## src/sv/wsd_pkg.sv

```systemverilog
`timescale 1ns / 1ps
// ----------------------------------------------------------------------------
// wsd_pkg - shared types and constants of the WAV stream deframer
// Chunk tags, parser phase codes, result kinds, error codes and the result
// record that travels from the parser to the output stage.
// ----------------------------------------------------------------------------
package wsd_pkg;

	// Chunk tags as they appear after four little-endian bytes are gathered
	localparam logic [31:0] TAG_RIFF = 32'h4646_4952; // "RIFF"
	localparam logic [31:0] TAG_WAVE = 32'h4556_4157; // "WAVE"
	localparam logic [31:0] TAG_FMT  = 32'h2074_6d66; // "fmt "
	localparam logic [31:0] TAG_DATA = 32'h6174_6164; // "data"

	// Smallest fmt body that carries every field we need
	localparam logic [31:0] FMT_MIN = 32'd16;

	// Format codes accepted in the fmt body
	localparam logic [15:0] WAVE_FMT_PCM   = 16'd1;
	localparam logic [15:0] WAVE_FMT_FLOAT = 16'd3;

	// Unsigned 8-bit PCM is offset by 128; flipping the top bit removes it
	localparam logic [31:0] PCM8_FLIP = 32'd128 << 24;

	// Parser phases
	localparam logic [3:0] PH_RIFF_TAG   = 4'd0;
	localparam logic [3:0] PH_RIFF_SIZE  = 4'd1;
	localparam logic [3:0] PH_WAVE_TAG   = 4'd2;
	localparam logic [3:0] PH_FMT_TAG    = 4'd3;
	localparam logic [3:0] PH_FMT_SIZE   = 4'd4;
	localparam logic [3:0] PH_FMT_BODY   = 4'd5;
	localparam logic [3:0] PH_DATA_TAG   = 4'd6;
	localparam logic [3:0] PH_DATA_SIZE  = 4'd7;
	localparam logic [3:0] PH_SAMPLES    = 4'd8;
	localparam logic [3:0] PH_RIFF_JSIZE = 4'd9;
	localparam logic [3:0] PH_RIFF_JBODY = 4'd10;
	localparam logic [3:0] PH_FMT_JSIZE  = 4'd11;
	localparam logic [3:0] PH_FMT_JBODY  = 4'd12;
	localparam logic [3:0] PH_DATA_JSIZE = 4'd13;
	localparam logic [3:0] PH_DATA_JBODY = 4'd14;
	localparam logic [3:0] PH_HALT       = 4'd15;

	// Result kinds
	localparam logic [1:0] KIND_SAMPLE = 2'd0;
	localparam logic [1:0] KIND_HEADER = 2'd1;
	localparam logic [1:0] KIND_ERROR  = 2'd2;

	// Error codes
	localparam logic [2:0] ERR_NONE      = 3'd0;
	localparam logic [2:0] ERR_NOT_WAVE  = 3'd1;
	localparam logic [2:0] ERR_SHORT_FMT = 3'd2;
	localparam logic [2:0] ERR_BAD_FMT   = 3'd3;
	localparam logic [2:0] ERR_BAD_DEPTH = 3'd4;
	localparam logic [2:0] ERR_PCM32     = 3'd5;
	localparam logic [2:0] ERR_TRUNC     = 3'd6;

	// One result beat
	typedef struct packed {
		logic [1:0]         kind;
		logic signed [31:0] sample_value;
		logic [15:0]        channel_count;
		logic [31:0]        sample_rate;
		logic [5:0]         bit_depth;
		logic               is_float;
		logic [31:0]        data_size;
		logic [2:0]         error_code;
	} result_t;

endpackage

```

## src/sv/wsd_if.sv

```systemverilog
`timescale 1ns / 1ps
// ----------------------------------------------------------------------------
// wsd_if - stream channels of the WAV stream deframer
// Byte channel into the block and result channel out of it, both with a
// valid/ready handshake.
// ----------------------------------------------------------------------------
interface wsd_byte_if;
	logic       valid;
	logic       ready;
	logic [7:0] data_byte;
	logic       stream_end;

	modport source (output valid, output data_byte, output stream_end, input ready);
	modport sink   (input valid, input data_byte, input stream_end, output ready);
endinterface

interface wsd_result_if;
	logic               valid;
	logic               ready;
	logic [1:0]         kind;
	logic signed [31:0] sample_value;
	logic [15:0]        channel_count;
	logic [31:0]        sample_rate;
	logic [5:0]         bit_depth;
	logic               is_float;
	logic [31:0]        data_size;
	logic [2:0]         error_code;

	modport source (output valid, output kind, output sample_value, output channel_count,
		output sample_rate, output bit_depth, output is_float, output data_size,
		output error_code, input ready);
	modport sink   (input valid, input kind, input sample_value, input channel_count,
		input sample_rate, input bit_depth, input is_float, input data_size,
		input error_code, output ready);
endinterface

```

## src/sv/wsd_parser.sv

```systemverilog
`timescale 1ns / 1ps
// ----------------------------------------------------------------------------
// wsd_parser - RIFF/WAVE chunk walker and sample assembler
// Holds the parse state and, for each accepted byte, works out the next
// state and at most one result in combinational logic.
// ----------------------------------------------------------------------------
module wsd_parser
	import wsd_pkg::*;
(
	input  logic       clk,
	input  logic       arst_n,
	input  logic       step,
	input  logic [7:0] data_byte,
	input  logic       stream_end,
	output logic       res_valid,
	output result_t    res
);

	// Byte offsets inside the fmt body at which a field completes
	localparam logic [4:0] OFF_FORMAT   = 5'd1;
	localparam logic [4:0] OFF_CHANNELS = 5'd3;
	localparam logic [4:0] OFF_RATE     = 5'd7;
	localparam logic [4:0] OFF_DEPTH    = 5'd15;
	localparam logic [4:0] OFF_SAT      = 5'd16;

	logic [3:0]  phase_q, phase_d;
	logic [2:0]  idx_q, idx_d;
	logic [31:0] shift_q, shift_d;
	logic [31:0] skip_q, skip_d;
	logic [4:0]  off_q, off_d;
	logic        float_q, float_d;
	logic [15:0] chan_q, chan_d;
	logic [31:0] rate_q, rate_d;
	logic [5:0]  depth_q, depth_d;
	logic [31:0] dlen_q, dlen_d;
	logic [31:0] dcnt_q, dcnt_d;

	logic        hit;
	result_t     res_c;
	logic [31:0] sh_in;
	logic [31:0] smp;
	logic [31:0] skip_dec;
	logic [2:0]  idx_inc;
	logic        gdone;
	logic [15:0] field;

	// Tag phase to return to after a skipped chunk
	function automatic logic [3:0] tag_phase(input logic [3:0] ph);
		logic [3:0] r;
		case (ph)
			PH_RIFF_JSIZE, PH_RIFF_JBODY: r = PH_RIFF_TAG;
			PH_FMT_JSIZE, PH_FMT_JBODY:   r = PH_FMT_TAG;
			default:                      r = PH_DATA_TAG;
		endcase
		return r;
	endfunction

	assign sh_in    = {data_byte, shift_q[31:8]};
	assign idx_inc  = idx_q + 3'd1;
	assign gdone    = idx_inc[2];
	assign field    = sh_in[31:16];
	assign skip_dec = (skip_q != 32'd0) ? skip_q - 32'd1 : skip_q;
	assign smp      = (idx_q == 3'd0) ? {data_byte, 24'd0} : sh_in;

	// Work out the next state and the result of one byte
	always_comb begin
		phase_d = phase_q;
		idx_d   = idx_q;
		shift_d = shift_q;
		skip_d  = skip_q;
		off_d   = off_q;
		float_d = float_q;
		chan_d  = chan_q;
		rate_d  = rate_q;
		depth_d = depth_q;
		dlen_d  = dlen_q;
		dcnt_d  = dcnt_q;
		hit     = 1'b0;
		res_c   = '0;

		case (phase_q)
			PH_RIFF_TAG, PH_FMT_TAG, PH_DATA_TAG: begin
				shift_d = sh_in;
				idx_d   = gdone ? 3'd0 : idx_inc;
				if (gdone) begin
					case (phase_q)
						PH_RIFF_TAG: phase_d = (sh_in == TAG_RIFF) ? PH_RIFF_SIZE : PH_RIFF_JSIZE;
						PH_FMT_TAG:  phase_d = (sh_in == TAG_FMT) ? PH_FMT_SIZE : PH_FMT_JSIZE;
						default:     phase_d = (sh_in == TAG_DATA) ? PH_DATA_SIZE : PH_DATA_JSIZE;
					endcase
				end
			end
			PH_RIFF_SIZE: begin
				shift_d = sh_in;
				idx_d   = gdone ? 3'd0 : idx_inc;
				if (gdone) begin
					phase_d = PH_WAVE_TAG;
				end
			end
			PH_WAVE_TAG: begin
				shift_d = sh_in;
				idx_d   = gdone ? 3'd0 : idx_inc;
				if (gdone) begin
					if (sh_in != TAG_WAVE) begin
						phase_d          = PH_HALT;
						hit              = 1'b1;
						res_c.kind       = KIND_ERROR;
						res_c.error_code = ERR_NOT_WAVE;
					end else begin
						phase_d = PH_FMT_TAG;
					end
				end
			end
			PH_FMT_SIZE: begin
				shift_d = sh_in;
				idx_d   = gdone ? 3'd0 : idx_inc;
				if (gdone) begin
					if (sh_in < FMT_MIN) begin
						phase_d          = PH_HALT;
						hit              = 1'b1;
						res_c.kind       = KIND_ERROR;
						res_c.error_code = ERR_SHORT_FMT;
					end else begin
						skip_d  = sh_in;
						off_d   = 5'd0;
						phase_d = PH_FMT_BODY;
					end
				end
			end
			PH_FMT_BODY: begin
				shift_d = sh_in;
				skip_d  = skip_q - 32'd1;
				off_d   = (off_q == OFF_SAT) ? OFF_SAT : off_q + 5'd1;
				if (skip_d == 32'd0) begin
					phase_d = PH_DATA_TAG;
				end
				// Pick up each field as its last byte arrives; a check overrides the phase
				if (off_q == OFF_FORMAT) begin
					if (field != WAVE_FMT_PCM && field != WAVE_FMT_FLOAT) begin
						phase_d          = PH_HALT;
						hit              = 1'b1;
						res_c.kind       = KIND_ERROR;
						res_c.error_code = ERR_BAD_FMT;
					end else begin
						float_d = (field == WAVE_FMT_FLOAT);
					end
				end else if (off_q == OFF_CHANNELS) begin
					chan_d = field;
				end else if (off_q == OFF_RATE) begin
					rate_d = sh_in;
				end else if (off_q == OFF_DEPTH) begin
					if (!(field inside {16'd8, 16'd16, 16'd24, 16'd32})) begin
						phase_d          = PH_HALT;
						hit              = 1'b1;
						res_c.kind       = KIND_ERROR;
						res_c.error_code = ERR_BAD_DEPTH;
					end else if (field == 16'd32 && !float_q) begin
						phase_d          = PH_HALT;
						hit              = 1'b1;
						res_c.kind       = KIND_ERROR;
						res_c.error_code = ERR_PCM32;
					end else begin
						depth_d = field[5:0];
					end
				end
			end
			PH_DATA_SIZE: begin
				shift_d = sh_in;
				idx_d   = gdone ? 3'd0 : idx_inc;
				if (gdone) begin
					dlen_d              = sh_in;
					dcnt_d              = 32'd0;
					phase_d             = (chan_q != 16'd0) ? PH_SAMPLES : PH_HALT;
					hit                 = 1'b1;
					res_c.kind          = KIND_HEADER;
					res_c.channel_count = chan_q;
					res_c.sample_rate   = rate_q;
					res_c.bit_depth     = depth_q;
					res_c.is_float      = float_q;
					res_c.data_size     = sh_in;
				end
			end
			PH_SAMPLES: begin
				// Stop at the stated data length before starting a new sample
				if (idx_q == 3'd0 && dlen_q != 32'd0 && dcnt_q >= dlen_q) begin
					phase_d = PH_HALT;
				end else begin
					shift_d = smp;
					if (dcnt_q != '1) begin
						dcnt_d = dcnt_q + 32'd1;
					end
					if (idx_inc >= depth_q[5:3]) begin
						idx_d              = 3'd0;
						hit                = 1'b1;
						res_c.kind         = KIND_SAMPLE;
						res_c.sample_value = (depth_q == 6'd8) ? smp ^ PCM8_FLIP : smp;
					end else begin
						idx_d = idx_inc;
					end
				end
			end
			PH_RIFF_JSIZE, PH_FMT_JSIZE, PH_DATA_JSIZE: begin
				shift_d = sh_in;
				idx_d   = gdone ? 3'd0 : idx_inc;
				if (gdone) begin
					skip_d  = sh_in;
					phase_d = (sh_in == 32'd0) ? tag_phase(phase_q) : phase_q + 4'd1;
				end
			end
			PH_RIFF_JBODY, PH_FMT_JBODY, PH_DATA_JBODY: begin
				skip_d = skip_dec;
				if (skip_dec == 32'd0) begin
					phase_d = tag_phase(phase_q);
				end
			end
			default: begin
				// halted: drop bytes until the end of the stream
			end
		endcase

		// Flag a file cut short in the header, then restart
		if (stream_end) begin
			if (!hit && phase_d != PH_SAMPLES && phase_d != PH_HALT) begin
				hit              = 1'b1;
				res_c            = '0;
				res_c.kind       = KIND_ERROR;
				res_c.error_code = ERR_TRUNC;
			end
			phase_d = PH_RIFF_TAG;
			idx_d   = 3'd0;
		end
	end

	// Control state
	always_ff @(posedge clk or negedge arst_n) begin
		if (!arst_n) begin
			phase_q <= PH_RIFF_TAG;
			idx_q   <= 3'd0;
		end else if (step) begin
			phase_q <= phase_d;
			idx_q   <= idx_d;
		end
	end

	// Held fields; each is written before it is read
	always_ff @(posedge clk) begin
		if (step) begin
			shift_q <= shift_d;
			skip_q  <= skip_d;
			off_q   <= off_d;
			float_q <= float_d;
			chan_q  <= chan_d;
			rate_q  <= rate_d;
			depth_q <= depth_d;
			dlen_q  <= dlen_d;
			dcnt_q  <= dcnt_d;
		end
	end

	assign res_valid = step && hit;
	assign res       = res_c;

	a_depth_in_samples: assert property (@(posedge clk) disable iff (!arst_n)
		phase_q == PH_SAMPLES |-> (depth_q == 6'd8 || depth_q == 6'd16 ||
			depth_q == 6'd24 || depth_q == 6'd32))
		else $error("sample phase entered without a valid bit depth");

	a_header_moves_on: assert property (@(posedge clk) disable iff (!arst_n)
		res_valid && res.kind == KIND_HEADER && !stream_end |=>
			(phase_q == PH_SAMPLES || phase_q == PH_HALT))
		else $error("header reported but parser did not leave the header");

	a_idx_range: assert property (@(posedge clk) disable iff (!arst_n)
		phase_q == PH_SAMPLES |-> idx_q < depth_q[5:3])
		else $error("sample byte count ran past the sample width");

endmodule

```

## src/sv/wsd_skid.sv

```systemverilog
`timescale 1ns / 1ps
// ----------------------------------------------------------------------------
// wsd_skid - two-entry output stage
// Output register plus one skid entry, so a result can be taken in while
// the receiver stalls the previous one.
// ----------------------------------------------------------------------------
module wsd_skid
	import wsd_pkg::*;
(
	input  logic    clk,
	input  logic    arst_n,
	input  logic    push_valid,
	input  result_t push_data,
	output logic    space,
	wsd_result_if.source res
);

	logic    out_valid_q;
	logic    skid_valid_q;
	result_t out_q;
	result_t skid_q;
	logic    pop;
	logic    load_out;

	assign pop      = out_valid_q && res.ready;
	assign load_out = !out_valid_q || pop;
	assign space    = !skid_valid_q;

	// Advance the skid entry or a new beat into the output register
	always_ff @(posedge clk or negedge arst_n) begin
		if (!arst_n) begin
			out_valid_q  <= 1'b0;
			skid_valid_q <= 1'b0;
		end else if (load_out) begin
			out_valid_q  <= skid_valid_q || push_valid;
			skid_valid_q <= 1'b0;
		end else if (push_valid) begin
			skid_valid_q <= 1'b1;
		end
	end

	// Payload follows the valid flags
	always_ff @(posedge clk) begin
		if (load_out) begin
			out_q <= skid_valid_q ? skid_q : push_data;
		end else if (push_valid) begin
			skid_q <= push_data;
		end
	end

	assign res.valid         = out_valid_q;
	assign res.kind          = out_q.kind;
	assign res.sample_value  = out_q.sample_value;
	assign res.channel_count = out_q.channel_count;
	assign res.sample_rate   = out_q.sample_rate;
	assign res.bit_depth     = out_q.bit_depth;
	assign res.is_float      = out_q.is_float;
	assign res.data_size     = out_q.data_size;
	assign res.error_code    = out_q.error_code;

	a_skid_behind_out: assert property (@(posedge clk) disable iff (!arst_n)
		skid_valid_q |-> out_valid_q)
		else $error("skid entry held while output register empty");

	a_skid_only_on_stall: assert property (@(posedge clk) disable iff (!arst_n)
		$rose(skid_valid_q) |-> $past(out_valid_q && !res.ready))
		else $error("skid entry filled without an output stall");

	a_out_held_on_stall: assert property (@(posedge clk) disable iff (!arst_n)
		out_valid_q && !res.ready |=> out_valid_q && $stable(out_q))
		else $error("output beat changed while the receiver stalled");

endmodule

```

## src/sv/wav_stream_deframer_core.sv

```systemverilog
`timescale 1ns / 1ps
// ----------------------------------------------------------------------------
// wav_stream_deframer_core - byte-serial WAV header parser and sample framer
// Feed a WAV file on 'stream', one byte per beat, with stream_end set on
// the last byte. Results leave on 'result': one header beat (kind 1) once
// the data chunk size is read, then one beat per complete sample (kind 0),
// or a single error beat (kind 2) after which bytes are dropped until
// stream_end.
// Throughput: one byte per cycle while the skid entry is free; the parse
// step for a byte is combinational logic from the parser state to the output
// stage. A result is presented the cycle after its byte unless stalled.
// Reset: the parser seeks the RIFF tag and the output stage is empty; the
// parser alone makes the same restart after every byte marked stream_end.
// Stall: the output stage holds two results. While the receiver holds off,
// bytes are still taken until the skid entry fills; stream.ready then drops
// until the receiver takes a beat.
// ----------------------------------------------------------------------------
module wav_stream_deframer_core
	import wsd_pkg::*;
(
	input  logic clk,
	input  logic arst_n,
	wsd_byte_if.sink     stream,
	wsd_result_if.source result
);

	logic    step;
	logic    res_valid;
	result_t res;
	logic    space;

	// Take a byte whenever the output stage has room for one more beat
	assign stream.ready = space;
	assign step         = stream.valid && space;

	wsd_parser u_parser (
		.clk        (clk),
		.arst_n     (arst_n),
		.step       (step),
		.data_byte  (stream.data_byte),
		.stream_end (stream.stream_end),
		.res_valid  (res_valid),
		.res        (res)
	);

	wsd_skid u_skid (
		.clk        (clk),
		.arst_n     (arst_n),
		.push_valid (res_valid),
		.push_data  (res),
		.space      (space),
		.res        (result)
	);

	a_push_has_room: assert property (@(posedge clk) disable iff (!arst_n)
		res_valid |-> space)
		else $error("result pushed into a full output stage");

	a_backpressure_has_backlog: assert property (@(posedge clk) disable iff (!arst_n)
		!stream.ready |-> result.valid)
		else $error("byte channel stalled with no result waiting");

	a_result_held: assert property (@(posedge clk) disable iff (!arst_n)
		result.valid && !result.ready |=> result.valid)
		else $error("result beat withdrawn before it was taken");

endmodule

```

## src/flat_wrapper.sv

```systemverilog
// flat-port wrapper written by rule: the top's interface ports become plain ports
module wav_stream_deframer_core_flat import wsd_pkg::*;
  (clk, arst_n, stream_valid, stream_data_byte, stream_stream_end, stream_ready, result_valid, result_kind, result_sample_value, result_channel_count, result_sample_rate, result_bit_depth, result_is_float, result_data_size, result_error_code, result_ready);
  wsd_byte_if stream_i ();
  wsd_result_if result_i ();
  input  logic clk;
  input  logic arst_n;
  input wire logic [$bits(stream_i.valid)-1:0] stream_valid;
  input wire logic [$bits(stream_i.data_byte)-1:0] stream_data_byte;
  input wire logic [$bits(stream_i.stream_end)-1:0] stream_stream_end;
  output wire logic [$bits(stream_i.ready)-1:0] stream_ready;
  output wire logic [$bits(result_i.valid)-1:0] result_valid;
  output wire logic [$bits(result_i.kind)-1:0] result_kind;
  output wire logic [$bits(result_i.sample_value)-1:0] result_sample_value;
  output wire logic [$bits(result_i.channel_count)-1:0] result_channel_count;
  output wire logic [$bits(result_i.sample_rate)-1:0] result_sample_rate;
  output wire logic [$bits(result_i.bit_depth)-1:0] result_bit_depth;
  output wire logic [$bits(result_i.is_float)-1:0] result_is_float;
  output wire logic [$bits(result_i.data_size)-1:0] result_data_size;
  output wire logic [$bits(result_i.error_code)-1:0] result_error_code;
  input wire logic [$bits(result_i.ready)-1:0] result_ready;
  assign stream_i.valid = stream_valid;
  assign stream_i.data_byte = stream_data_byte;
  assign stream_i.stream_end = stream_stream_end;
  assign stream_ready = stream_i.ready;
  assign result_valid = result_i.valid;
  assign result_kind = result_i.kind;
  assign result_sample_value = result_i.sample_value;
  assign result_channel_count = result_i.channel_count;
  assign result_sample_rate = result_i.sample_rate;
  assign result_bit_depth = result_i.bit_depth;
  assign result_is_float = result_i.is_float;
  assign result_data_size = result_i.data_size;
  assign result_error_code = result_i.error_code;
  assign result_i.ready = result_ready;
  wav_stream_deframer_core u_core (.clk(clk), .arst_n(arst_n), .stream(stream_i), .result(result_i));
endmodule
```

## config.mk

```make
export PLATFORM = sky130hd
export DESIGN_NAME = wav_stream_deframer_core_flat
export DESIGN_NICKNAME = d
export VERILOG_FILES = /design/src/sv/wsd_pkg.sv /design/src/sv/wsd_if.sv /design/src/sv/wsd_parser.sv /design/src/sv/wsd_skid.sv /design/src/sv/wav_stream_deframer_core.sv /design/src/flat_wrapper.sv
export SDC_FILE = /design/constraint.sdc
export NUM_CORES = 1
export LEC_CHECK = 0
export BUFFER_PORTS_ARGS = -buffer_cell sky130_fd_sc_hd__buf_2
export CAP_MARGIN = 30
export CORE_ASPECT_RATIO = 2
export CORE_MARGIN = 5
export CORE_UTILIZATION = 50
export DETAILED_ROUTE_END_ITERATION = 7
export HOLD_SLACK_MARGIN = 0.02
export PLACE_DENSITY = 0.72
export SLEW_MARGIN = 20
export SYNTH_ARGS = -nofsm -noshare
export SYNTH_HDL_FRONTEND = slang
export SYNTH_SLANG_ARGS = --single-unit
```

## constraint.sdc

```tcl
create_clock -name clk -period 17.3 [get_ports clk]
set_clock_uncertainty 0.1 [all_clocks]
set_input_delay 2.595 -clock clk [delete_from_list [all_inputs] [get_ports clk]]
set_output_delay 2.595 -clock clk [all_outputs]
set_load 0.01 [all_outputs]
```

==> reports/metrics.csv <==
metric,value,unit
max-cap violations,0,
post-place setup slack,9.05,ns
Tmin final,7.50,ns
"Seq/Total Area, Yosys",0.641,
Post-CTS Setup Inserts,0,
post-DR vias/cell,6.01,
Max VDD drop,82.0,uV
TritonCTS clock tree,built,
CP Depth,15,
actual slew at the worst max-slew pin,0.952,ns
fin crit share,0.434,
synth top area cells,"edfxtp_1, mux2_2, and2_1",
"Buf+Inv Stages, Crit Path",4,
Synthesized Nets,1607,
clk_lat worst skew,0.54,ns
"Async S/R FF share, synth",0.0206,
most common library cells after synthesis,"edfxtp_1, and2_1, nor2_1",
top-count cell post-synth,edfxtp_1,
status,"complete, no violations",
antenna violations before repair,1,
"Largest stage delay, worst path",0.60,ns
CP endpoint kind,register,
All-Layer GR Usage,0.245,
max-slew violations,0,
family with the most delay on the worst path,simple AND/OR/NAND/NOR gates,
post-CTS sizing,0,
unrepaired setup endpoints after global routing,false,
r2r endpoint,u_core.u_skid.skid_q[118],
Num CTS Buffers,38,
M1 wire length,19.2,mm
number of hold violations in the final report,0,
startpoint types,primary input,
cell row count,104,
1st-iter DRT viols,862,
"Cell Area, Synth",20400,sq um
crit path from,stream_data_byte[4],
CP dominant cell by count,buf_4,
R2R cell count,16,
worst setup path endpoint,u_core.u_skid.skid_q[118],
first-pass GRT wire length,84.2,mm
"EDFF count, synth",428,
largest fanout on the critical path,57,
fin cells,2253,
setup violators final,0,
Die H,296,um
Layout area overhead,13.5,%
Syn Inst Count,1544,
largest net degree at the start of global routing,72,
Hold Crit Class,reg2reg,
Worst-path clk slew,0.07,ns
cell chain of the critical path,"buf_2, nor4_2, nand4_1, o2111ai_1, nand2b_1, a211oi_1, nor4b_1, a2bb2oi_1, and3b_1, mux2i_2, nand2_2, a211oi_4, buf_4, buf_4, buf_16",
Max Freq,0.133,GHz
Core Area,40300,sq um
"flops & latches, synth",437,
Routability Congestion,1.06,
R2R Setup Slk,11.15,ns
Die Area,45200,sq um
DRC viols,0,
Die Width,153,um
final routed wire length divided by cell count,25.2,um
CTS Root Cell,clkbuf_16,
placed cell count,2181,
slowest CP cell,buf_4,
reg2reg start,u_core.u_parser.phase_q[1],
H-tree depth,2,
CP arrival,7.61,ns
Setup CP Type,in2reg,
Sum Neg Setup Slack,0,ns
# clock sinks,437,
Mean Syn Cell Area,13.2,sq um
Static Leakage,8.88,nW
CP required,17.41,ns
share of layout cells above drive strength 1,0.221,
Top Ports,139,
power per cell area,135,nW/um^2
met3 routed WL,2.79,mm
Starting Density,0.506,
vias,13500,
hold buffers post-CTS,0,
1st-pass router iterations,5,
ys flop type,edfxtp_1,
number of global-route vias before repair,13800,
ANT nets after route,0,
total grt overflow,0,
Synth top area share,0.630,
Ant. Diodes,0,
Final WS setup,9.80,ns
relative slew slack,0.359,
Max Used Layer,met4,
Nets,1756,
Yosys warning count,0,
Port Buffers,138,
met2 wire length,30.5,mm
hpwl dp,40.4,mm
Fin Hold WS,0.432,ns
Design Power,0.00312,W
final WL,56.7,mm
post-synth top area cell,edfxtp_1,
CTS max path bufs,3,
Yosys cell types,85,
[report_power, final]
group / total [W] / internal [W] / switching (W)
logic: 0.000703 / 0.000242 / 0.000461
clock network: 0.000873 / 0.000494 / 0.000379
registers: 0.00155 / 0.00139 / 0.000159
[state kept, by name, indices dropped and copies added, names as in the netlist]
signal	count
u_core.u_parser.phase_q	4
u_core.u_parser.float_q	1
u_core.u_skid.res.kind	2
u_core.u_skid.res.data_size	32
u_core.u_skid.skid_valid_q	1
u_core.u_parser.skip_q	32
u_core.u_skid.res.bit_depth	6
u_core.u_skid.res.channel_count	16
u_core.u_parser.shift_q	24
u_core.u_parser.chan_q	16
u_core.u_parser.dcnt_q	32
u_core.u_parser.idx_q	3
u_core.u_skid.res.sample_value	32
u_core.u_parser.off_q	5
u_core.u_skid.res.is_float	1
u_core.u_skid.res.valid	1
u_core.u_skid.skid_q	124
u_core.u_skid.res.sample_rate	32
u_core.u_parser.depth_q	6
u_core.u_parser.dlen_q	32
u_core.u_parser.rate_q	32
u_core.u_skid.res.error_code	3
[worst min path at each step]
stage                                start                                 end  slack, ns  cells past startpoint
5_1_grt          u_core.u_skid.skid_q[119]  u_core.u_skid.res.sample_value[29]       0.44                      2
2_1_floorplan  u_core.u_parser.shift_q[29]           u_core.u_parser.chan_q[5]       0.38                      0
3_3_place_gp     u_core.u_skid.skid_q[115]  u_core.u_skid.res.sample_value[25]       0.40                      2
4_1_cts          u_core.u_skid.skid_q[120]  u_core.u_skid.res.sample_value[30]       0.43                      2
3_5_place_dp     u_core.u_skid.skid_q[122]           u_core.u_skid.res.kind[0]       0.42                      2
6_report         u_core.u_skid.skid_q[119]  u_core.u_skid.res.sample_value[29]       0.43                      2
[layout make-up]
class	instances	area, sq um
fill	3323	17200
tap	530	663
sequential	437	13100
clock inverter	17	174
clock buffer	53	1100
timing repair buffer	172	1000
inverter	68	258
multi-input combinational	976	6900
[layout by cell type, fill, tap and decap left out, drive strengths merged, types with 13 or more instances in the layout]
cell type	n
buf	171
nor2	109
a31oi	13
nor3	21
nor4	48
inv	71
mux2	106
and3	17
o21ai	50
xnor2	25
clkbuf	53
nor2b	30
a21oi	29
nand2	96
xor2	27
nand4	34
a21o	15
and2	113
edfxtp	428
o31ai	23
or3	13
ha	50
nand3	25
[cells by family after synthesis]
family                     Yosys count  share of synthesized area
DFF                                437                      0.641
muxes                              111                     0.0611
xor gates and xnor gates            52                     0.0223
AOI/OAI and AO/OA                  198                     0.0654
adders and majority gates           50                     0.0306
buffers and inverters              131                     0.0249
and+or+nand+nor                    565                      0.155
[metrics by stage]
| stage | instance area, sq um | util |
|---|---|---|
| 2_1_floorplan | 20400 | - |
| 3_3_place_gp | 21800 | 0.541 |
| 3_5_place_dp | 21800 | 0.542 |
| 4_1_cts | 23100 | 0.573 |
| 5_1_grt | 23200 | 0.575 |
| 6_report | 23200 | 0.575 |
[worst reg2reg max path: cells and delay by family (launching register included)]
family | cells | cell delay [ns]
buffers and inverters | 4 | 1.55
muxes | 1 | 0.25
adders and majority gates | 1 | 0.47
AOI/OAI and AO/OA | 4 | 1.23
DFF | 1 | 0.52
and+or+nand+nor | 6 | 1.64
[metal layers]
layer / vias to the layer above / GRT usage
li1: 6110 / -
met1: 6695 / 0.260
met2: 547 / 0.461
met3: 193 / 0.0273
met4: 0 / 0.156
met5: - / 0
Note: power is estimated with default switching activity, not from simulation.
